**config.mk**
```make
export PLATFORM = sky130hd
export DESIGN_NAME = bre_fifo
export DESIGN_NICKNAME = d
export VERILOG_FILES = /design/src/hw/rtl/bre_pkg.sv /design/src/hw/rtl/bre_fifo.sv
export SDC_FILE = /design/constraint.sdc
export NUM_CORES = 1
export LEC_CHECK = 0
export BUFFER_PORTS_ARGS = -buffer_cell sky130_fd_sc_hd__buf_2
export CAP_MARGIN = 20
export CORE_AREA = 2 2 39 41
export CTS_CLUSTER_DIAMETER = 150
export DETAILED_ROUTE_END_ITERATION = 8
export DIE_AREA = 0 0 41 43
export PLACE_DENSITY = 0.51
export SLEW_MARGIN = 5
export SYNTH_ARGS = -nofsm -noshare
export SYNTH_HDL_FRONTEND = slang
export SYNTH_SLANG_ARGS = --single-unit
```
**constraint.sdc**
```tcl
create_clock -name i_clk -period 1.57 [get_ports i_clk]
set_input_delay 0.0785 -clock i_clk [delete_from_list [all_inputs] [get_ports i_clk]]
set_output_delay 0.0785 -clock i_clk [all_outputs]
set_load 0.02 [all_outputs]
```
**src/hw/rtl/bre_pkg.sv**
```systemverilog
// shared types and constants of the bitmap range engine
package bre_pkg;

    // field widths of the request, result and configuration words
    localparam int FUNC_W  = 4;
    localparam int START_W = 12;
    localparam int LEN_W   = 13;
    localparam int SIZE_W  = 13;

    // internal bit positions reach one past the last byte-rounded bit
    localparam int POS_W  = 14;
    localparam int WORD_W = 64;
    localparam int WSEL_W = 6;
    localparam int WIDX_W = POS_W - WSEL_W;

    localparam logic [SIZE_W-1:0] SIZE_RESET = 13'd4096;

    // function codes of a request
    localparam logic [FUNC_W-1:0] FN_TEST_ALL  = 4'd0;
    localparam logic [FUNC_W-1:0] FN_TEST_ANY  = 4'd1;
    localparam logic [FUNC_W-1:0] FN_SET_RANGE = 4'd2;
    localparam logic [FUNC_W-1:0] FN_CLR_RANGE = 4'd3;
    localparam logic [FUNC_W-1:0] FN_FLIP_BIT  = 4'd4;
    localparam logic [FUNC_W-1:0] FN_ANY_USED  = 4'd5;
    localparam logic [FUNC_W-1:0] FN_ALL_USED  = 4'd6;
    localparam logic [FUNC_W-1:0] FN_SET_ALL   = 4'd7;
    localparam logic [FUNC_W-1:0] FN_CLR_ALL   = 4'd8;

    // work kinds handed from the front to the back
    typedef enum logic [2:0] {
        OP_DONE,
        OP_TEST_ALL,
        OP_TEST_ANY,
        OP_SET,
        OP_CLR,
        OP_FLIP
    } t_op;

    // classified command: bit range [lo, hi) or a ready result
    typedef struct packed {
        t_op              op;
        logic [POS_W-1:0] lo;
        logic [POS_W-1:0] hi;
        logic             answer;
        logic             error;
    } t_cmd;

    // result word
    typedef struct packed {
        logic answer;
        logic error;
    } t_rsp;

    // back-end sequencer states
    typedef enum logic [1:0] {
        BK_CLEAR,
        BK_IDLE,
        BK_WALK
    } t_bk_state;

endpackage

```
**src/hw/rtl/bre_fifo.sv**
```systemverilog
// two-entry queue used between the front, the back and the result port
module bre_fifo import bre_pkg::*; #(
    parameter int W = 2
) (
    input  logic         i_clk,
    input  logic         i_rst_n,
    input  logic         i_push,
    input  logic [W-1:0] i_data,
    output logic         o_full,
    input  logic         i_pop,
    output logic         o_empty,
    output logic [W-1:0] o_data
);

    logic [W-1:0] r_mem [2];
    logic         r_wp;
    logic         r_rp;
    logic [1:0]   r_cnt;
    logic         w_do_push;
    logic         w_do_pop;

    assign o_full    = (r_cnt == 2'd2);
    assign o_empty   = (r_cnt == 2'd0);
    assign o_data    = r_mem[r_rp];
    assign w_do_push = i_push && !o_full;
    assign w_do_pop  = i_pop && !o_empty;

    // storage, no reset needed
    always_ff @(posedge i_clk) begin
        if (w_do_push) begin
            r_mem[r_wp] <= i_data;
        end
    end

    // pointers and fill count
    always_ff @(posedge i_clk) begin
        if (!i_rst_n) begin
            r_wp  <= 1'b0;
            r_rp  <= 1'b0;
            r_cnt <= 2'd0;
        end else begin
            if (w_do_push) begin
                r_wp <= ~r_wp;
            end
            if (w_do_pop) begin
                r_rp <= ~r_rp;
            end
            case ({w_do_push, w_do_pop})
                2'b10:   r_cnt <= r_cnt + 2'd1;
                2'b01:   r_cnt <= r_cnt - 2'd1;
                default: r_cnt <= r_cnt;
            endcase
        end
    end

endmodule

```
Word-level counts from Yosys, hierarchy flattened
Memory sizes are Yosys's and may differ from the RTL's. A register that Yosys moved wholly into a read port is not among the register bits.
Index checks and enable logic that the tools add are counted.
{"block": "word_totals", "ram_bits": 4, "elab_cells": 22, "in_bits": 6, "mem_count": 1, "reg_bits": 4, "output_inout_bits": 4}
{"block": "classes", "n_reduce_logical": 6, "muxes": 5, "add_sub_neg": 2, "eq_ne": 3, "n_bitwise": 2}
{"name": "r_mem", "words": 2, "word_bits": 2, "read_ports": 1, "rd_ports_with_merged_regs": 1, "write_ports": 1, "line_no": "bre_fifo.sv:15", "source": "logic [W-1:0] r_mem [2];"}
{"cell": "$eq 2x2->1 const B", "n": 2}
{"cell": "$mux 1", "n": 4}
{"cell": "$pmux 2 s2", "n": 1}
{"cell": "$add 2x1->2 const B", "n": 1}
{"cell": "$eq 2x1->1 const B", "n": 1}
{"cell": "$logic_and 1x1->1", "n": 2}
{"cell": "$logic_not 1->1", "n": 2}
{"cell": "$logic_not 2->1", "n": 1}
{"cell": "$not 1->1", "n": 2}
{"cell": "$reduce_bool 2->1", "n": 1}
{"cell": "$sub 2x1->2 const B", "n": 1}

Logic depth before layout (Yosys ltp)
Gate-level depths: netlist of the first run.
{"block": "logic_depth", "ltp_word": 5, "ltp_mapped": 6, "mapped_depth_nobuf": 6}

Worst setup path after synthesis of the first run
No wires, ideal clock.
{"block": "synth_timing", "kind": "register to register", "startpoint": "register r_cnt[0]", "endpoint": "register r_cnt[1]", "setup_time_ps": 70, "arrival_time_ps": 1386, "path_stages_with_launch": 6, "required_ps": 1500, "n_path_buf": 0, "period_less_slack_ps": 1456, "path_slack_ps": 114, "cell_sequence": "dfxtp_1 > nand2b_2 > nand2_1 > ha_1 > or3_1 > a21boi_1"}
{"block": "synth_via", "elab_chain_len": 5, "elab_cells_between_ends": 12, "cone_classes": "2 x add/sub; 3 x eq/ne; 1 x mux; 6 x reduce/logical"}
{"item": "start, declared", "line_no": "bre_fifo.sv:18", "source": "logic [1:0] r_cnt;"}
{"item": "start signal, assigned", "line_no": "bre_fifo.sv:49", "source": "2'b10: r_cnt <= r_cnt + 2'd1;"}
{"item": "start signal, assigned", "line_no": "bre_fifo.sv:50", "source": "2'b01: r_cnt <= r_cnt - 2'd1;"}
{"item": "start signal, assigned", "line_no": "bre_fifo.sv:51", "source": "default: r_cnt <= r_cnt;"}
{"item": "$eq 2x2->1 or $logic_not 2->1 (tied branches)", "line_no": "bre_fifo.sv:22, bre_fifo.sv:23"}
{"item": "$logic_not 1->1 (on tied branches)", "line_no": "bre_fifo.sv:25, bre_fifo.sv:26"}
{"item": "$logic_and 1x1->1 (on tied branches)", "line_no": "bre_fifo.sv:25, bre_fifo.sv:26"}
{"item": "$eq 2x1->1 or $eq 2x2->1 (tied branches)", "line_no": "bre_fifo.sv:48", "source": "case ({w_do_push, w_do_pop})"}
{"item": "$pmux 2 s2 or $reduce_bool 2->1 (tied branches)"}
Several ways; a longest one is shown, not always the timed one.
A chain may end at the register's enable or synchronous reset.

Worst setup path in the final report of the first run
Ends and elaborated chain as after synthesis.

==> reports/qor.txt, run 1 <==
P&R area growth vs syn: 28.1%
post-placement cell count: 59
fin area: 485 sq um
r2r worst-path depth: 5
Hold Path Class: in2reg
Sw Ratio: 33.6%
status: complete, no violations
max_slew headroom: 87.0%
largest net degree at the start of global routing: 6
Hold WS: 16.7 ps
vias in the first global route: 276
Mapped Area: 379 sq um
Util after Layout: 35.1%
Routed WL per cell: 9.71 microns
Post-Route WL: 612 microns
CP startpoint: r_cnt[0]$_SDFFE_PN0P_
FP Rows: 14
worst endpoint required time: 1760 ps
peak supply drop: 0.884 mV
critical-path cell list: nand2b_2 > nand2_1 > ha_1 > or3_1 > a21boi_1
complex-gate fraction of the synthesized area: 8.58%
Routed Antenna Nets: 0
RSZ-0062 raised after global routing: false
slowest library cell on the worst path: or3_1
Internal: 608 uW
non-filler cells, final: 63
Total Routing Usage GR: 9.60%
antenna violations before repair: 0
clk_lat worst skew: 250 ps
synthesized instance count: 32
CTS root buffer: clkbuf_4
leakage: 0.211 nW
CTS resizes: 0
Primary FF master, synth: dfxtp_1
Yosys cell types: 17
Num CTS Buffers: 3
crit path max fanout: 3
fmax: 713 MHz
global route overflow: 0
Worst EP arrival: 1590 ps
commonest non-fill, non-tap cell in the layout: buf_2
DP Worst Slack: 163 ps
n_diodes: 0
top-area cell type share of the netlist area: 31.7%
Slew Limit Fails: 0
Post-synth EDFFs: 4
largest family of logic cells by synthesized area: simple AND/OR/NAND/NOR gates
DRT iter0 DRCs: 0
Die ar.: 0.00176 sq mm
residual DRC count: 0
setup violators final: 0
Power Dens Cells: 1890 mW/mm^2
io pins: 10
post-CTS setup buffer count: 0
Synth Area in Simple Gates: 14.2%
fin crit share: 89.3%
Placer Congestion: 0.630
vias: 261
async set or reset register ratio after synthesis: 0%
clk_skew: 4.16 ps
Worst Setup Path Type: reg2reg
# port buffers: 9
commonest cells after routing, fill and taps aside: buf_2 (9), dfxtp_1 (5), edfxtp_1 (4)
XOR/XNOR Fraction of Synth Area: 6.93%
clock-pin slew on the worst setup and hold paths: 60 ps
Die H: 43 microns
first-pass GRT wire length: 1080 microns
first-pass detailed-route iteration total: 1
dpl cell area: 459 sq um
clk buf depth: 2
Synthesized Nets: 39
CTS tree: built
Reg power frac: 38.5%
worst reg2reg startpoint: r_cnt[0]$_SDFFE_PN0P_
Logic pwr share: 42.7%
Clock power frac: 18.8%
Starting Density: 27.4%
Post-Synth Adder-Cell Area: 3.30%
yosys warns: 0
Min-Delay Path Depth: 1
HP Start: i_data[0]
Final Power: 916 uW
multiplexer area fraction after synthesis: 5.94%
Worst Setup End Kind: flip-flop
vias per cell: 4.14
Max-Cap Viols: 0
final hold vios: 0
clk sinks: 9
htree depth: 1
Tightest Pin Transition: 193 ps
Largest stage delay, worst path: 360 ps
Net Switching: 307 uW
post-synthesis register bit count: 9
Area contributors post-synth: edfxtp_1 (32%), dfxtp_1 (26%), xnor2_1 (6.9%)
crit start category: flip-flop
Nets: 55
Setup TNS: 0 ps
post-layout min period: 1400 ps
worst setup margin: 168 ps
core area: 0.00138 sq mm
ratio of cells with drive above 1 in the final layout: 38.3%
area leader, netlist: edfxtp_1
cts hold-fix bufs: 0
share of the yosys chip area belonging to registers: 58.1%
mean post-synth cell area: 11.8 sq um
DIE WIDTH: 41 microns
==> routing by layer <==
| metal | routed length (microns) | part of all wire [%] | GRT usage [%] |
|---|---|---|---|
| met5 | 0 | 0 | 0 |
| met4 | 6 | 0.98 | 8.00 |
| met3 | 45 | 7.4 | 3.66 |
| met2 | 301 | 49 | 13.1 |
| met1 | 260 | 42 | 11.1 |
==> worst max-delay path: cells and delay by family, from the launching register on <==
kind	cells	cell delay, ps
simple gates	3	570
flops	1	340
fa+ha+maj	1	290
compound gates	1	130
==> cell families (layout without fill, tap and decap cells) <==
logic type | after synthesis | in the layout
AOI/OAI and AO/OA | 5 | 5
muxes | 2 | 2
buffers and inverters | 3 | 18
adders and majority gates | 1 | 1
and+or+nand+nor | 9 | 9
DFF | 9 | 9
xor gates and xnor gates | 3 | 3
==> synth_stat cells (all sizes together) (2+ instances only) <==
| cell type | instances |
|---|---|
| edfxtp | 4 |
| or3 | 2 |
| a21boi | 2 |
| inv | 3 |
| nor2b | 2 |
| mux2 | 2 |
| o21ai | 2 |
| dfxtp | 5 |
| xnor2 | 3 |
==> power by group through the flow <==
stage                     sequential, mW  clock (mW)  combinational (mW)
after floorplan                    0.357           0               0.268
after global placement             0.358           0               0.392
after detailed placement           0.359           0               0.396
after CTS                          0.354       0.181               0.399
after global routing               0.366       0.197               0.438
final                              0.353       0.172               0.390
==> final timing paths <==
check                               end  slack [ps]
hold / removal    r_mem[1][0]$_DFFE_PP_          20
setup reg to reg  r_cnt[1]$_SDFFE_PN0P_         170
setup / recovery  r_cnt[1]$_SDFFE_PN0P_         170
hold reg to reg       r_wp$_SDFFE_PN0P_         490
==> final cells by class <==
type / count / area, sq um
clock buffer: 4 / 26.3
fill: 144 / 898
inverter: 3 / 11.3
multi-input combinational: 20 / 148
sequential: 9 / 220
tap: 16 / 20.0
timing repair buffer: 11 / 60.1
(Power assumes the default switching activity.)
==> run 2: changes to the inputs <==
--- a/config.mk
+++ b/config.mk
@@ -7,10 +7,10 @@
 export LEC_CHECK = 0
 export BUFFER_PORTS_ARGS = -buffer_cell sky130_fd_sc_hd__buf_2
 export CAP_MARGIN = 20
-export CORE_AREA = 2 2 39 41
+export CORE_AREA = 3 3 40 42
 export CTS_CLUSTER_DIAMETER = 150
 export DETAILED_ROUTE_END_ITERATION = 8
-export DIE_AREA = 0 0 41 43
+export DIE_AREA = 0 0 43 45
 export PLACE_DENSITY = 0.51
 export SLEW_MARGIN = 5
 export SYNTH_ARGS = -nofsm -noshare
==> reports/qor.txt, run 2 (synthesized netlist as in run 1, its figures left out) <==
max_slew headroom: 87.4%
Placer Congestion: 0.729
vias: 260
Starting Density: 29.5%
Nets: 54
Worst Setup Path Type: reg2reg
worst setup margin: 97.7 ps
CTS root buffer: clkbuf_4
slowest library cell on the worst path: or3_1
post-layout min period: 1470 ps
crit path buf inv count: 0
vias in the first global route: 282
Setup TNS: 0 ps
global route overflow: 0
Max-Cap Viols: 0
DP Worst Slack: 101 ps
cts hold-fix bufs: 0
DIE WIDTH: 43 microns
clk buf depth: 2
P&R area growth vs syn: 25.7%
delay-heaviest family, CP: simple AND/OR/NAND/NOR gates
Slew Limit Fails: 0
area of the multi-input gates: 148 sq um
largest net degree at the start of global routing: 6
core area: 0.00128 sq mm
FP Rows: 13
clk_skew: 0.380 ps
leakage: 0.206 nW
commonest non-fill, non-tap cell in the layout: buf_2
DRT iter0 DRCs: 0
Die H: 45 microns
Reg area: 220 sq um
RSZ-0062 raised after global routing: false
fin crit share: 93.8%
Num CTS Buffers: 3
status: complete, no violations
ratio of cells with drive above 1 in the final layout: 37.0%
Die ar.: 0.00194 sq mm
Routed WL per cell: 10.6 microns
first-pass detailed-route iteration total: 1
crit start category: flip-flop
first-pass GRT wire length: 1060 microns
crit path max fanout: 5
Tightest Pin Transition: 188 ps
n_diodes: 0
# port buffers: 9
antenna violations before repair: 0
clk_lat worst skew: 250 ps
io pins: 10
Hold Path Class: in2reg
Power Dens Cells: 1890 mW/mm^2
Routed Antenna Nets: 0
CTS resizes: 0
fmax: 679 MHz
setup violators final: 0
Total Routing Usage GR: 7.49%
post-CTS setup buffer count: 0
non-filler cells, final: 61
peak supply drop: 0.697 mV
Worst EP arrival: 1660 ps
worst endpoint required time: 1760 ps
htree depth: 1
commonest cells after routing, fill and taps aside: buf_2 (9), dfxtp_1 (5), edfxtp_1 (4)
CTS tree: built
Largest stage delay, worst path: 390 ps
clk sinks: 9
Post-Route WL: 646 microns
clock-pin slew on the worst setup and hold paths: 60 ps
vias per cell: 4.26
Worst Setup End Kind: flip-flop
filler cell count: 135
critical-path cell list: o21a_1 > ha_1 > or3_1 > a21boi_1
final hold vios: 0
residual DRC count: 0
post-placement cell count: 57
[run 2: final timing paths]
| path | start | endpoint | slack (ps) | cells after the start |
|---|---|---|---|---|
| hold / removal | i_data[0] | r_mem[1][0]$_DFFE_PP_ | 20 | 1 |
| setup / recovery | r_cnt[1]$_SDFFE_PN0P_ | r_cnt[1]$_SDFFE_PN0P_ | 100 | 4 |
| setup reg to reg | r_cnt[1]$_SDFFE_PN0P_ | r_cnt[1]$_SDFFE_PN0P_ | 100 | 4 |
| hold reg to reg | r_wp$_SDFFE_PN0P_ | r_wp$_SDFFE_PN0P_ | 500 | 2 |
[run 2: cell type report]
class | instances | share of cell area [%]
sequential | 9 | 46.2
timing repair buffer | 10 | 11.0
inverter | 3 | 2.36
tap | 15 | 3.94
clock buffer | 4 | 5.51
multi-input combinational | 20 | 31.0
[run 2: metrics by stage]
| step | power [mW] | instance area, sq um | hold WS, ps | util, % |
|---|---|---|---|---|
| after global placement | 0.719 | 450 | 270 | 35.1 |
| after global routing | 0.965 | 477 | 5.61 | 37.1 |
| final | 0.901 | 477 | 16.4 | 37.1 |
| after floorplan | 0.625 | 379 | 177 | - |
| after detailed placement | 0.744 | 450 | 273 | 35.1 |
| after CTS | 0.915 | 477 | 9.58 | 37.1 |
[run 2: routing by layer]
layer,GRT usage [%],share of wire [%],up-vias
li1,-,-,136
met4,5.42,0,0
met5,0,0,-
met1,6.70,40,118
met2,15.0,55,6
met3,1.20,5.3,0
[run 2: report_power, final]
group | total, mW | internal [mW] | switching (mW)
sequential | 0.354 | 0.313 | 0.0408
clock | 0.169 | 0.0973 | 0.0714
combinational | 0.378 | 0.182 | 0.197
==> run 3: changes to the inputs <==
--- a/config.mk
+++ b/config.mk
@@ -12,6 +12,7 @@
 export DETAILED_ROUTE_END_ITERATION = 8
 export DIE_AREA = 0 0 43 45
 export PLACE_DENSITY = 0.51
+export SKIP_LAST_GASP = 1
 export SLEW_MARGIN = 5
 export SYNTH_ARGS = -nofsm -noshare
 export SYNTH_HDL_FRONTEND = slang
==> constraint.sdc (replaced) <==
create_clock -name i_clk -period 1.54 [get_ports i_clk]
set_input_delay 0.077 -clock i_clk [delete_from_list [all_inputs] [get_ports i_clk]]
set_output_delay 0.077 -clock i_clk [all_outputs]
set_load 0.02 [all_outputs]
==> reports/qor.txt, run 3 (synthesized netlist as in run 1, its figures left out) <==
Critical Path Sink: r_cnt[1]$_SDFFE_PN0P_
fmax: 684 MHz
Die H: 45 microns
ratio of cells with drive above 1 in the final layout: 41.7%
Min-Delay Path Depth: 2
r2r worst-path depth: 5
max_slew headroom: 87.8%
peak supply drop: 0.786 mV
R2R setup slack: 80 ps
fin area: 512 sq um
core area: 0.00128 sq mm
vias: 273
Die ar.: 0.00194 sq mm
residual DRC count: 0
setup violators final: 0
dpl cell area: 450 sq um
crit start category: flip-flop
clk sinks: 9
Num CTS Buffers: 3
Total Routing Usage GR: 9.74%
global route overflow: 0
io pins: 10
Hold WS: 66.0 ps
Power Dens Cells: 1900 mW/mm^2
Hold Path Class: in2reg
htree depth: 1
Tightest Pin Transition: 182 ps
clk_lat worst skew: 270 ps
DIE WIDTH: 43 microns
Max-Cap Viols: 0
status: complete, no violations
Worst Setup End Kind: flip-flop
largest net degree at the start of global routing: 7
Setup TNS: 0 ps
Slew Limit Fails: 0
vias per cell: 4.33
Final Power: 971 uW
slowest library cell on the worst path: or3_1
Routed WL per cell: 12.1 microns
fin crit share: 95.0%
n_diodes: 0
first-pass GRT wire length: 1260 microns
Post-Route WL: 765 microns
clk buf depth: 2
DP HPWL: 560 microns
Placer Congestion: 0.760
P&R area growth vs syn: 35.0%
DP Worst Slack: 43.4 ps
FP Rows: 13
worst reg2reg startpoint: r_cnt[0]$_SDFFE_PN0P_
final hold vios: 0
Nets: 56
first-pass detailed-route iteration total: 3
post-layout min period: 1460 ps
FF-to-FF End: r_cnt[1]$_SDFFE_PN0P_
post-CTS setup buffer count: 0
leakage: 0.217 nW
worst endpoint required time: 1750 ps
clock-pin slew on the worst setup and hold paths: 70 ps
Starting Density: 29.5%
Largest stage delay, worst path: 370 ps
critical-path cell list: nand2b_2 > nand2_1 > ha_4 > or3_1 > a21boi_1
commonest cells after routing, fill and taps aside: buf_2 (9), dfxtp_1 (4), edfxtp_1 (4)
CP startpoint: r_cnt[0]$_SDFFE_PN0P_
commonest non-fill, non-tap cell in the layout: buf_2
# port buffers: 9
worst setup margin: 77.3 ps
CTS root buffer: clkbuf_4
antenna violations before repair: 0
DRT iter0 DRCs: 1
clk_skew: 5.27 ps
Worst EP arrival: 1670 ps
vias in the first global route: 309
Worst Setup Path Type: reg2reg
crit path max fanout: 4
CTS tree: built
Routed Antenna Nets: 0
## run 3: cell types whose count changed in the layout (fill, tap and decap cells not counted), sizes merged
cell,change
dlygate4sd3,+2
clkbuf,-1
clkinv,+1
## run 3: critical path, delay by kind of cell (launching register included)
kind | cells | cell delay (ps)
flip-flops | 1 | 330
AND/OR/NAND/NOR | 3 | 710
AO/OA/AOI/OAI | 1 | 140
adder cells (fa/ha/maj) | 1 | 230
## run 3: metrics by stage
step / utilization (%) / std cells
floorplan: - / 32
global placement: 35.1 / 57
detailed placement: 35.1 / 57
CTS: 38.0 / 62
global route: 39.8 / 63
finish: 39.8 / 63
## run 3: report_power, final
part / switching (mW) / internal, mW
registers: 0.0447 / 0.322
logic: 0.210 / 0.205
clock network: 0.0924 / 0.0962
total: 0.347 / 0.624
## run 3: metal layers
layer / track usage (%) / share of wire, % / vias to the layer above
li1: - / - / 141
met1: 8.15 / 38 / 121
met2: 16.8 / 53 / 9
met3: 5.18 / 7.1 / 2
met4: 8.43 / 1.4 / 0
met5: 0 / 0 / -
## run 3: worst min path at each step
stage / from / end / slack (ps)
3_5_place_dp: i_data[1] / r_mem[1][1]$_DFFE_PP_ / 280
4_1_cts: i_data[0] / r_mem[0][0]$_DFFE_PP_ / 5
6_report: i_rst_n / r_cnt[0]$_SDFFE_PN0P_ / 70
2_1_floorplan: i_data[0] / r_mem[0][0]$_DFFE_PP_ / 180
5_1_grt: i_rst_n / r_cnt[0]$_SDFFE_PN0P_ / 80
3_3_place_gp: i_data[1] / r_mem[0][1]$_DFFE_PP_ / 270
## run 3: timing repair
action / CTS / global route
hold endpoints to repair: 2 / 2
resized for setup: 0 / 2
setup endpoints to repair: 0 / 1
hold buffers: 1 / 1
## run 3: cell type report
type | count | area (sq um)
fillers | 135 | 773
flip-flops and latches | 9 | 221
multi-input cells | 20 | 160
repair buffers | 12 | 72.6
clock buffers | 3 | 22.5
well taps | 15 | 18.8
inverters | 3 | 11.3
clock inverters | 1 | 5.00
