`src/hw/rtl/bre_pkg.sv`:
```
// shared types and constants of the bitmap range engine
package bre_pkg;

    // field widths of the request, result and configuration words
    localparam int FUNC_W  = 4;
    localparam int START_W = 12;
    localparam int LEN_W   = 13;
    localparam int SIZE_W  = 13;

    // internal bit positions reach one past the last byte-rounded bit
    localparam int POS_W  = 14;
    localparam int WORD_W = 64;
    localparam int WSEL_W = 6;
    localparam int WIDX_W = POS_W - WSEL_W;

    localparam logic [SIZE_W-1:0] SIZE_RESET = 13'd4096;

    // function codes of a request
    localparam logic [FUNC_W-1:0] FN_TEST_ALL  = 4'd0;
    localparam logic [FUNC_W-1:0] FN_TEST_ANY  = 4'd1;
    localparam logic [FUNC_W-1:0] FN_SET_RANGE = 4'd2;
    localparam logic [FUNC_W-1:0] FN_CLR_RANGE = 4'd3;
    localparam logic [FUNC_W-1:0] FN_FLIP_BIT  = 4'd4;
    localparam logic [FUNC_W-1:0] FN_ANY_USED  = 4'd5;
    localparam logic [FUNC_W-1:0] FN_ALL_USED  = 4'd6;
    localparam logic [FUNC_W-1:0] FN_SET_ALL   = 4'd7;
    localparam logic [FUNC_W-1:0] FN_CLR_ALL   = 4'd8;

    // work kinds handed from the front to the back
    typedef enum logic [2:0] {
        OP_DONE,
        OP_TEST_ALL,
        OP_TEST_ANY,
        OP_SET,
        OP_CLR,
        OP_FLIP
    } t_op;

    // classified command: bit range [lo, hi) or a ready result
    typedef struct packed {
        t_op              op;
        logic [POS_W-1:0] lo;
        logic [POS_W-1:0] hi;
        logic             answer;
        logic             error;
    } t_cmd;

    // result word
    typedef struct packed {
        logic answer;
        logic error;
    } t_rsp;

    // back-end sequencer states
    typedef enum logic [1:0] {
        BK_CLEAR,
        BK_IDLE,
        BK_WALK
    } t_bk_state;

endpackage

```
`src/hw/rtl/bre_fifo.sv`:
```
// two-entry queue used between the front, the back and the result port
module bre_fifo import bre_pkg::*; #(
    parameter int W = 2
) (
    input  logic         i_clk,
    input  logic         i_rst_n,
    input  logic         i_push,
    input  logic [W-1:0] i_data,
    output logic         o_full,
    input  logic         i_pop,
    output logic         o_empty,
    output logic [W-1:0] o_data
);

    logic [W-1:0] r_mem [2];
    logic         r_wp;
    logic         r_rp;
    logic [1:0]   r_cnt;
    logic         w_do_push;
    logic         w_do_pop;

    assign o_full    = (r_cnt == 2'd2);
    assign o_empty   = (r_cnt == 2'd0);
    assign o_data    = r_mem[r_rp];
    assign w_do_push = i_push && !o_full;
    assign w_do_pop  = i_pop && !o_empty;

    // storage, no reset needed
    always_ff @(posedge i_clk) begin
        if (w_do_push) begin
            r_mem[r_wp] <= i_data;
        end
    end

    // pointers and fill count
    always_ff @(posedge i_clk) begin
        if (!i_rst_n) begin
            r_wp  <= 1'b0;
            r_rp  <= 1'b0;
            r_cnt <= 2'd0;
        end else begin
            if (w_do_push) begin
                r_wp <= ~r_wp;
            end
            if (w_do_pop) begin
                r_rp <= ~r_rp;
            end
            case ({w_do_push, w_do_pop})
                2'b10:   r_cnt <= r_cnt + 2'd1;
                2'b01:   r_cnt <= r_cnt - 2'd1;
                default: r_cnt <= r_cnt;
            endcase
        end
    end

endmodule

```
`src/hw/rtl/bre_front.sv`:
```
// front end: size register, request classification and command queue
module bre_front import bre_pkg::*; #(
    parameter int NBITS = 4096
) (
    input  logic               i_clk,
    input  logic               i_rst_n,
    input  logic               i_cfg_valid,
    input  logic [SIZE_W-1:0]  i_cfg_data,
    input  logic               i_push,
    input  logic [FUNC_W-1:0]  i_func,
    input  logic [START_W-1:0] i_start_pos,
    input  logic [LEN_W-1:0]   i_range_len,
    input  logic               i_hold,
    output logic               o_full,
    output t_cmd               o_cmd,
    output logic               o_cmd_valid,
    input  logic               i_cmd_take
);

    localparam int CMD_W = $bits(t_cmd);

    logic [SIZE_W-1:0] r_size;
    logic [SIZE_W-1:0] w_used;
    logic [POS_W-1:0]  w_used_p;
    logic [POS_W-1:0]  w_end;
    logic [POS_W-1:0]  w_round;
    logic              w_bad;
    t_cmd              w_cmd;
    logic              w_q_full;
    logic              w_q_empty;
    logic [CMD_W-1:0]  w_q_data;

    // size register; the user is to write it only while idle, the block itself does not enforce it
    always_ff @(posedge i_clk) begin
        if (!i_rst_n) begin
            r_size <= SIZE_RESET;
        end else if (i_cfg_valid) begin
            r_size <= i_cfg_data;
        end
    end

    // bits in use, clamped to the store size
    assign w_used   = (32'(r_size) > NBITS) ? SIZE_W'(NBITS) : r_size;
    assign w_used_p = POS_W'(w_used);
    assign w_end    = POS_W'(i_start_pos) + POS_W'(i_range_len);
    assign w_bad    = (w_end > w_used_p);
    assign w_round  = (w_used_p + POS_W'(7)) & ~POS_W'(7);

    // classify the request into a walk or an immediate result
    always_comb begin
        w_cmd        = '0;
        w_cmd.op     = OP_DONE;
        w_cmd.lo     = POS_W'(i_start_pos);
        w_cmd.hi     = w_end;
        case (i_func)
            FN_TEST_ALL, FN_TEST_ANY: begin
                if (w_bad) begin
                    w_cmd.error = 1'b1;
                end else if (i_range_len == '0) begin
                    w_cmd.answer = (i_func == FN_TEST_ALL);
                end else begin
                    w_cmd.op = (i_func == FN_TEST_ALL) ? OP_TEST_ALL : OP_TEST_ANY;
                end
            end
            FN_SET_RANGE, FN_CLR_RANGE: begin
                if (w_bad) begin
                    w_cmd.error = 1'b1;
                end else if (i_range_len != '0) begin
                    w_cmd.op = (i_func == FN_SET_RANGE) ? OP_SET : OP_CLR;
                end
            end
            FN_FLIP_BIT: begin
                w_cmd.hi = POS_W'(i_start_pos) + POS_W'(1);
                if (POS_W'(i_start_pos) >= w_used_p) begin
                    w_cmd.error = 1'b1;
                end else begin
                    w_cmd.op = OP_FLIP;
                end
            end
            FN_ANY_USED, FN_ALL_USED: begin
                w_cmd.lo = '0;
                w_cmd.hi = w_used_p;
                if (w_used == '0) begin
                    w_cmd.answer = (i_func == FN_ALL_USED);
                end else begin
                    w_cmd.op = (i_func == FN_ALL_USED) ? OP_TEST_ALL : OP_TEST_ANY;
                end
            end
            FN_SET_ALL, FN_CLR_ALL: begin
                // whole bytes up to the one holding the last bit in use
                w_cmd.lo = '0;
                w_cmd.hi = w_round;
                if (w_used != '0) begin
                    w_cmd.op = (i_func == FN_SET_ALL) ? OP_SET : OP_CLR;
                end
            end
            default: begin
                w_cmd.op = OP_DONE;
            end
        endcase
    end

    assign o_full = w_q_full || i_hold;

    // command queue toward the back end
    bre_fifo #(
        .W(CMD_W)
    ) u_cmd_q (
        .i_clk   (i_clk),
        .i_rst_n (i_rst_n),
        .i_push  (i_push && !o_full),
        .i_data  (w_cmd),
        .o_full  (w_q_full),
        .i_pop   (i_cmd_take),
        .o_empty (w_q_empty),
        .o_data  (w_q_data)
    );

    assign o_cmd       = t_cmd'(w_q_data);
    assign o_cmd_valid = !w_q_empty;

endmodule

```
`config.mk`:
```
export PLATFORM = sky130hd
export DESIGN_NAME = bre_front
export DESIGN_NICKNAME = d
export VERILOG_FILES = /design/src/hw/rtl/bre_pkg.sv /design/src/hw/rtl/bre_fifo.sv /design/src/hw/rtl/bre_front.sv
export SDC_FILE = /design/constraint.sdc
export NUM_CORES = 1
export LEC_CHECK = 0
export BUFFER_PORTS_ARGS = -buffer_cell sky130_fd_sc_hd__buf_2
export CORE_MARGIN = 3
export CORE_UTILIZATION = 40
export DETAILED_ROUTE_END_ITERATION = 10
export HOLD_SLACK_MARGIN = 0.06
export PLACE_DENSITY = 0.68
export SYNTH_ARGS = -nofsm -noshare
export SYNTH_HDL_FRONTEND = slang
export SYNTH_SLANG_ARGS = --single-unit
```
`constraint.sdc`:
```
create_clock -name i_clk -period 4.03 [get_ports i_clk]
set_input_delay 0.2015 -clock i_clk [delete_from_list [all_inputs] [get_ports i_clk]]
set_output_delay 0.2015 -clock i_clk [all_outputs]
set_load 0.02 [all_outputs]
```
# ---- Yosys cells after proc, flatten, opt, wreduce, memory -nomap -nowiden
# Memories as Yosys holds them, arrays and structs flattened. A register that Yosys moved wholly into a read port is not among the register bits.
# Index checks and enable logic that the tools add are counted.
dict set report word_totals {
  mem_bits_rw 62
  reg_bits 17
  n_memories 1
  in_bits 48
  output_inout_bits 35
  word_cells 73
}
# name depth width rd rd_ports_with_merged_regs write_ports line_no
set memory_table {}
lappend memory_table {u_cmd_q.r_mem 2 31 1 1 1 bre_fifo.sv:15} ;# logic [W-1:0] r_mem [2];
dict set report op_classes {
  eq_ne 11
  mux 27
  reduce_logical 20
  n_lt_le_gt_ge 3
  addsub 5
  n_bitwise 2
}
# cell count
set op_table {}
lappend op_table {{case mux 14 bit (3 select lines)} 1}
lappend op_table {{logical NOT 13 bit} 2}
lappend op_table {{nonzero test 13 bit} 2}
lappend op_table {{2-to-1 mux 3 bit} 7}
lappend op_table {{equality test 4 x 3 -> 1 bit, second input constant} 4}
lappend op_table {{case mux 3 bit (5 select lines)} 1}
lappend op_table {{adder 12 x 13 -> 14 bit} 1}
lappend op_table {{adder 13 x 3 -> 14 bit, second input constant} 1}
lappend op_table {{> comparator 14 x 13 -> 1 bit} 1}
lappend op_table {{adder 12 x 1 -> 13 bit, second input constant} 1}
lappend op_table {{>= comparator 12 x 13 -> 1 bit} 1}
lappend op_table {{> comparator 13 bit, second input constant} 1}
lappend op_table {{2-to-1 mux 13 bit} 1}
lappend op_table {{2-to-1 mux 12 bit} 1}
lappend op_table {{2-to-1 mux 1 bit} 9}
lappend op_table {{equality test 4 x 2 -> 1 bit, second input constant} 2}
lappend op_table {{2-to-1 mux 2 bit} 4}
lappend op_table {{OR reduction 2 bit} 4}
lappend op_table {{OR reduction 4 bit} 2}
lappend op_table {{equality test 2 bit, second input constant} 2}
lappend op_table {{equality test 4 x 1 -> 1 bit, second input constant} 1}
lappend op_table {{equality test 4 bit, second input constant} 1}
lappend op_table {{logical NOT 4 bit} 1}
lappend op_table {{case mux 1 bit (2 select lines)} 2}
lappend op_table {{10 further kinds} 15}

# ---- Longest topological paths before layout
# Gate-level depths: netlist (run 1).
dict set report logic_depth {
  ltp_word 7
  mapped_depth 15
  mapped_depth_nobuf 15
}

# ---- Modules after synthesis
# Synthesis (run 1) repeated with hierarchy kept, for this count alone.
dict set report hier_totals {
  cells_unflattened 469
  hier_area_um2 5149.9
}
# mod area_per_inst_um2 cells_each seq_area_each_um2 n_inst
set modules_own_cells {}
lappend modules_own_cells {bre_fifo 2608.8 129 2082.0 1}
lappend modules_own_cells {bre_front 2541.2 340 260.2 1}

# ---- Worst setup path before layout (run 1)
# OpenSTA, ideal clock, no wires.
dict set report synth_path {
  path_kind {input port to flip-flop}
  from {input i_start_pos[0]}
  to {memory u_cmd_q.r_mem[0][30] in the netlist's numbering (data pin)}
  t_required_ns 3.861
  stages 14
  arrival_ns 3.073
  setup_time_ns 0.169
  path_buffers 0
  setup_slack_ns 0.788
  cell_sequence {ha_1 > fa_1 > a21oi_1 > o21ai_1 > a2111oi_2 > nor3_1 > xor2_1 > ha_1 > a211oi_1 > o211ai_1 > a31oi_1 > a22oi_1 > or3_1 > o211ai_1}
}
dict set report synth_via {
  elab_chain_cells 4
  word_cells_on_any_way 6
}
# item line_no
set synth_lines {}
lappend synth_lines {{start: declaration} bre_front.sv:11} ;# input logic [START_W-1:0] i_start_pos,
lappend synth_lines {{adder 12 x 13 -> 14 bit} bre_front.sv:45} ;# assign w_end = POS_W'(i_start_pos) + POS_W'(i_range_len);
lappend synth_lines {{> comparator 14 x 13 -> 1 bit} bre_front.sv:46} ;# assign w_bad = (w_end > w_used_p);
lappend synth_lines {{2-to-1 mux 3 bit} bre_front.sv:66} ;# if (w_bad) begin
lappend synth_lines {{case mux 3 bit (5 select lines) (*)} bre_front.sv:55} ;# case (i_func)
lappend synth_lines {{via u_cmd_q.i_data[32]} bre_fifo.sv:8} ;# input logic [W-1:0] i_data,
lappend synth_lines {{end: declaration} bre_fifo.sv:15}
# The timed path passes the listed nets; every way through them passes the cells marked *.

# ---- Final worst setup path (run 1)
dict set report layout_path {
  from {input i_start_pos[0]}
  to {memory u_cmd_q.r_mem[1][30] in the netlist's numbering (data pin)}
}
# Same word-level chain as after synthesis.

==> results of run 1 <==
[cells in the final DEF (no fill, tap or decap), types with 9 or more instances in the layout]
cell / count
a21oi_1: 22
and2_1: 15
buf_2: 80
clkbuf_16: 9
dfxtp_1: 18
edfxtp_1: 62
ha_1: 39
inv_1: 11
mux2_2: 31
mux2i_1: 12
nand2_1: 41
nand2b_1: 9
nand3_1: 13
nand4_1: 9
nor2_1: 24
nor2b_1: 18
nor3_1: 14
o21ai_0: 10
xnor2_1: 14
xor2_1: 14
[final cells by class]
type / count / share of cell area [%]
repair buffers: 84 / 7.254
well taps: 168 / 3.543
inverters: 11 / 0.6959
clock buffers: 9 / 3.796
clock inverters: 7 / 0.6537
flip-flops and latches: 80 / 37.45
multi-input cells: 372 / 46.60
[worst max-delay path: cells and delay by family]
family                   cells  cell delay [ns]
AO/OA/AOI/OAI                8             1.65
XOR/XNOR                     1             0.10
adder cells (fa/ha/maj)      3             0.95
buffers and inverters        1             0.13
AND/OR/NAND/NOR              3             0.47
[through the flow]
| step | power, µW | instances | utilization [%] |
|---|---|---|---|
| 4_1_cts | 2607 | 731 | 48.59 |
| 3_3_place_gp | 1859 | 715 | 46.42 |
| 3_5_place_dp | 1872 | 715 | 46.42 |
| 5_1_grt | 2716 | 731 | 48.59 |
| 2_1_floorplan | 1623 | 479 | - |
| 6_report | 2582 | 731 | 48.59 |
[kinds of logic (layout without fill, tap and decap cells)]
| logic type | Yosys count | after routing |
|---|---|---|
| simple gates | 167 | 167 |
| compound gates | 92 | 92 |
| flops | 80 | 80 |
| mux | 43 | 43 |
| fa+ha+maj | 40 | 40 |
| xor+xnor | 28 | 28 |
| buf+inv | 27 | 111 |
| other cells | 1 | 2 |
[routing by layer]
metal	wire, µm	track usage, %
met3	777	3.371
met5	0	0
met2	5916	30.44
met4	246	7.820
met1	5842	24.34
[state kept, by name, summed over array words and instances, names as in the netlist, named ones only]
register and flops:
u_cmd_q.r_cnt 2, u_cmd_q.r_mem 62, u_cmd_q.r_wp 1, r_size 13, u_cmd_q.r_rp 1
[worst paths after layout]
kind	from	to	slack, ns	cells after the start
hold reg to reg	u_cmd_q.r_cnt[1]	u_cmd_q.r_cnt[1]	0.54	2
hold / removal	i_cfg_data[12]	r_size[12]	0.09	3
setup / recovery	i_start_pos[0]	u_cmd_q.r_mem[1][30]	0.59	16
setup reg to reg	r_size[12]	u_cmd_q.r_mem[1][30]	0.92	9
[power groups by stage]
stage / Clock (µW) / Sequential [µW] / Combinational, µW
3_3_place_gp: 0 / 1020 / 835
4_1_cts: 748 / 1010 / 848
6_report: 732 / 1010 / 841
3_5_place_dp: 0 / 1030 / 845
2_1_floorplan: 0 / 1020 / 604
5_1_grt: 774 / 1020 / 924
==> out/qor.yml, run 1 <==
status: "complete, no violations"
clkPwrFrac_pct: 28.3
cts_sinks: 80
diodes: 0
cts_inserted_buffers: 9
clockRootBuffer: "clkbuf_16"
grt_use_total_pct: 18.63
netlist.area_leader.share_pct: 36.53
post_cts_buffers: 0
hold_viol: 0
rsz0062_at_grt: "no"
syn_area_mm2: 0.005096
area_growth_pct: 16.43
yosysWarnings: 0
end_kind: "flip-flop"
port_buffers: 80
multi_input_area_mm2: 0.002765
htree_levels: 3
die_h_um: 118.9
comb_power_share_pct: 32.6
initialDrtViolationCount: 239
netlist_top_cells_area: "edfxtp_1 (37%), ha_1 (9.6%), dfxtp_1 (7.1%)"
placementRows: 40
firstDrtPassIters: 5
dpl_worst_slack_ns: 0.2915
required_ns: 4.08
seq_area_mm2: 0.002222
synth_common_cells: "edfxtp_1 (62), nand2_1 (41), ha_1 (39), mux2_2 (31), nor2_1 (25)"
drv_slew: 0
seq_power_share_pct: 39.1
final_area_mm2: 0.005933
coreArea_mm2: 0.01221
worstPathCellList: "buf_2 > ha_1 > fa_1 > a21oi_1 > o21ai_1 > a21oi_1 > o21ai_1 > a21boi_0 > xnor2_1 > ha_1 > nand2_1 > nor3_1 > o31ai_1 > a22oi_1 > or3_1 > o211ai_1"
globalplace.congestion: 0.9323
peakVddDrop_mv: 0.1877
num_io_pins: 83
synth_compound_area_share_pct: 12.60
cp.arrival_ns: 3.49
holdWs_ns: 0.09398
antenna_found_initial: 0
cap_violations: 0
vias: 3930
fillers: 1175
leakagePower_uw: 0.002278
syn_avg_cell_area_um2: 10.66
die_w_um: 118.9
die-area_mm2: 0.01413
yosysTopAreaCell: "edfxtp_1"
power.internal_uw: 1737
cts_tree: "done"
synth_fa_ha_area_share_pct: 9.968
postPlaceCellArea_mm2: 0.005669
synth_top_family_by_area: "simple AND/OR/NAND/NOR gates"
fin_ws_ns: 0.5914
finalSetupTns_ns: 0
grt_pass1_vias: 4121
remaining_drc_errors: 0
fmax_mhz: 290.8
worstPathMaxFanout: 6
wire_per_inst_um: 17.49
p_switching_uw: 845.4
synth-xor-area-share_pct: 4.812
async_flop_share_pct: 0
grt_pass1_wl_um: 20810
clock_latency_ns: 0.34
synth.mux.area_fraction_pct: 9.207
wirelength_um: 12780
grt_overflow: 0
synthSimpleGateAreaFrac_pct: 17.48
grt_max_degree: 33
postCtsHoldBufs: 0
startpoint_type: "input pin"
swShare_pct: 32.74
p_per_area_mw_per_mm2: 435.2
hp-class: "in -> reg"
critPathMaxStageDelay_ns: 0.41
layout.nets: 646
netlist_instances: 478
final_antenna_net_count: 0
final.setup_skew_ns: 0.007154
setup_viol: 0
hpwl_um: 9590
cts.repair.resized: 0
crit_path_top_delay_cell: "fa_1"
worst_pin_slew_ns: 1.009
fin_crit_ns: 3.439
crit_type: "in -> reg"
ys_seq_elements: 80
fin_crit_sh_pct: 85.32
synth.distinct_cells: 68
drive_above_1_share_pct: 25.22
start_util_pct: 41.73
max-slew-margin-rel_pct: 32.48
synth_top_flop_cell: "edfxtp_1"
yosysMostFrequentCell: "edfxtp_1"
yosysSeqAreaShare_pct: 43.60
viasPerCell: 5.376
synth_edf_count: 62
clk_pin_slew_worst_paths_ns: 0.06
cts_buffer_depth: 2
No activity file was read; power rests on OpenSTA's default activity.
==> run 2, diff against run 1 <==
- ABC_AREA: default -> 1
- GPL_TIMING_DRIVEN: default -> 0
==> out/qor.yml, run 2 <==
netlist_top_cells_area: "edfxtp_1 (35%), nand2_1 (9.8%), ha_1 (9.1%)"
yosysSeqAreaShare_pct: 41.55
max-slew-margin-rel_pct: 38.78
yosysTopAreaCell: "edfxtp_1"
worstPathCellList: "buf_2 > ha_1 > fa_1 > nand3_1 > nand2_1 > a21boi_1 > xor2_1 > ha_1 > nand2_1 > nand2_1 > nand2_1 > nand2_1 > nand2_1 > nand2_1 > nand2_1 > nand2_1 > nor2_1 > nand2_1 > nand2_2 > nand2_1 > nand3_1"
cpMostUsedCell: "nand2_1"
viasPerCell: 5.049
wire_per_inst_um: 14.29
clockRootBuffer: "clkbuf_16"
largestRegisters: "u_cmd_q.r_mem: 62 flops, r_size: 13 flops, u_cmd_q.r_cnt: 2 flops"
worst_pin_slew_ns: 0.9161
path_depth: 21
port_buffers: 80
timing.rr.start: "r_size[7]"
hold_viol: 0
die_w_um: 121.6
setup_viol: 0
swShare_pct: 31.04
drv_slew: 0
r2r_setup_slack_ns: 1.31
syn_area_mm2: 0.005348
top_register: "u_cmd_q.r_mem"
finalSetupTns_ns: 0
globalplace.congestion: 0.9837
fin_crit_sh_pct: 70.04
coreArea_mm2: 0.01282
cp.arrival_ns: 2.89
clkPwrFrac_pct: 32.9
postLayoutCoreUtil_pct: 48.98
num_io_pins: 83
largest_reg_flops: 62
rsz0062_at_grt: "no"
cp_top_family: "simple AND/OR/NAND/NOR gates"
cap_violations: 0
post_cts_buffers: 0
start_util_pct: 41.70
cts_sinks: 80
clock_latency_ns: 0.34
synth.distinct_cells: 42
placementRows: 41
final_cell_mix: "nand2_1 (139), nor2_1 (94), buf_2 (83), edfxtp_1 (62), inv_1 (59)"
final.setup_skew_ns: 0.005792
syn_avg_cell_area_um2: 8.214
power.internal_uw: 1672
status: "complete, no violations"
die_h_um: 121.6
postCtsHoldBufs: 0
synth_common_cells: "nand2_1 (139), nor2_1 (96), edfxtp_1 (62), inv_1 (59), nand3_1 (51)"
yosysMostFrequentCell: "nand2_1"
clk_pin_slew_worst_paths_ns: 0.06
worst_r2r_endpoint: "u_cmd_q.r_mem[0][28]"
vias: 4650
async_flop_share_pct: 0
synth_top_flop_cell: "edfxtp_1"
grt_max_degree: 32
startpoint_type: "input pin"
ys_seq_elements: 80
comb_power_share_pct: 26.4
synth_edf_count: 62
netlist_instances: 651
startpoint: "i_start_pos[0]"
critPathBufInv: 1
grt_pass1_wl_um: 20730
crit_type: "in -> reg"
cts.repair.resized: 0
worstPathMaxFanout: 6
end_kind: "flip-flop"
crit_path_top_delay_cell: "fa_1"
peakVddDrop_mv: 0.1960
antenna_found_initial: 0
final_common_cell: "nand2_1"
required_ns: 4.10
wirelength_um: 13170
p_switching_uw: 752.7
cts_tree: "done"
grt_pass1_vias: 4222
p_per_area_mw_per_mm2: 386.1
firstDrtPassIters: 5
htree_levels: 3
initialDrtViolationCount: 305
area_growth_pct: 17.45
drive_above_1_share_pct: 20.86
yosysWarnings: 0
final_antenna_net_count: 0
fmax_mhz: 354.3
critPathMaxStageDelay_ns: 0.44
grt_overflow: 0
crit_end: "u_cmd_q.r_mem[0][28]"
layout.nets: 831
cts_buffer_depth: 2
r2r_cells: 15
remaining_drc_errors: 0
netlist.area_leader.share_pct: 34.82
hp-class: "in -> reg"
cts_inserted_buffers: 9
grt_use_total_pct: 18.11
hpwl_um: 10520
seq_power_share_pct: 40.7
die-area_mm2: 0.01479
leakagePower_uw: 0.002785
fin_crit_ns: 2.822
finalPower_uw: 2425
min_from: "i_cfg_data[0]"
==> run 2: worst min-delay path by stage <==
stage / endpoint / slack, ns / cells after the start
2_1_floorplan: r_size[12] / 0.33 / 2
3_3_place_gp: r_size[2] / 0.43 / 3
3_5_place_dp: r_size[6] / 0.43 / 3
4_1_cts: r_size[6] / 0.08 / 3
5_1_grt: r_size[5] / 0.09 / 3
6_report: r_size[0] / 0.08 / 3
==> run 2: power groups by stage <==
stage | registers [µW] | clock network, µW | logic [µW]
finish | 986 | 799 | 640
global route | 991 | 848 | 720
CTS | 986 | 811 | 643
detailed placement | 1000 | 0 | 640
global placement | 1000 | 0 | 632
floorplan | 994 | 0 | 453
==> run 2: layout make-up <==
class,count,area (µm²)
repair buffers,80,400.4
multi-input cells,494,2825
plain buffers,13,75.07
inverters,65,244.0
well taps,172,215.2
clock buffers,9,225.2
flip-flops and latches,80,2222
clock inverters,7,71.32
diodes,1,2.502
fillers,1274,6544
==> run 2: metrics by stage <==
step                setup slack, ns  hold WS, ns  std cells  cell area [µm²]
floorplan                     1.496       0.3319        652             5351
global placement             0.8768       0.4283        904             5967
detailed placement           0.8747       0.4284        904             5982
CTS                           1.232      0.07590        920             6279
global route                 0.9412      0.09044        920             6279
finish                        1.208      0.08316        921             6281
==> run 2: per-layer routing <==
metal | global-route usage, % | share of wire (%) | vias up
met5 | 0 | 0 | -
met4 | 9.384 | 4.4 | 0
met3 | 3.807 | 5.3 | 31
met2 | 27.18 | 43 | 135
met1 | 24.68 | 47 | 2085
li1 | - | - | 2399
==> run 2: kinds of logic (layout without fill, tap and decap cells) <==
| family | Yosys count | after routing | synth area share (%) |
|---|---|---|---|
| buffers and inverters | 78 | 174 | 5.966 |
| multiplexers | 31 | 31 | 6.528 |
| XOR/XNOR | 9 | 9 | 1.474 |
| other | 1 | 3 | 0.07012 |
| AND/OR/NAND/NOR | 330 | 330 | 26.53 |
| adder cells (fa/ha/maj) | 40 | 40 | 9.499 |
| AO/OA/AOI/OAI | 82 | 82 | 8.376 |
| flip-flops | 80 | 80 | 41.55 |
==> run 2: worst register-to-register path: cells and delay by family (launching register included) <==
kind                     cells  cell delay [ns]
AND/OR/NAND/NOR             11             1.31
flip-flops                   1             0.38
adder cells (fa/ha/maj)      1             0.35
AO/OA/AOI/OAI                2             0.27
buffers and inverters        1             0.15
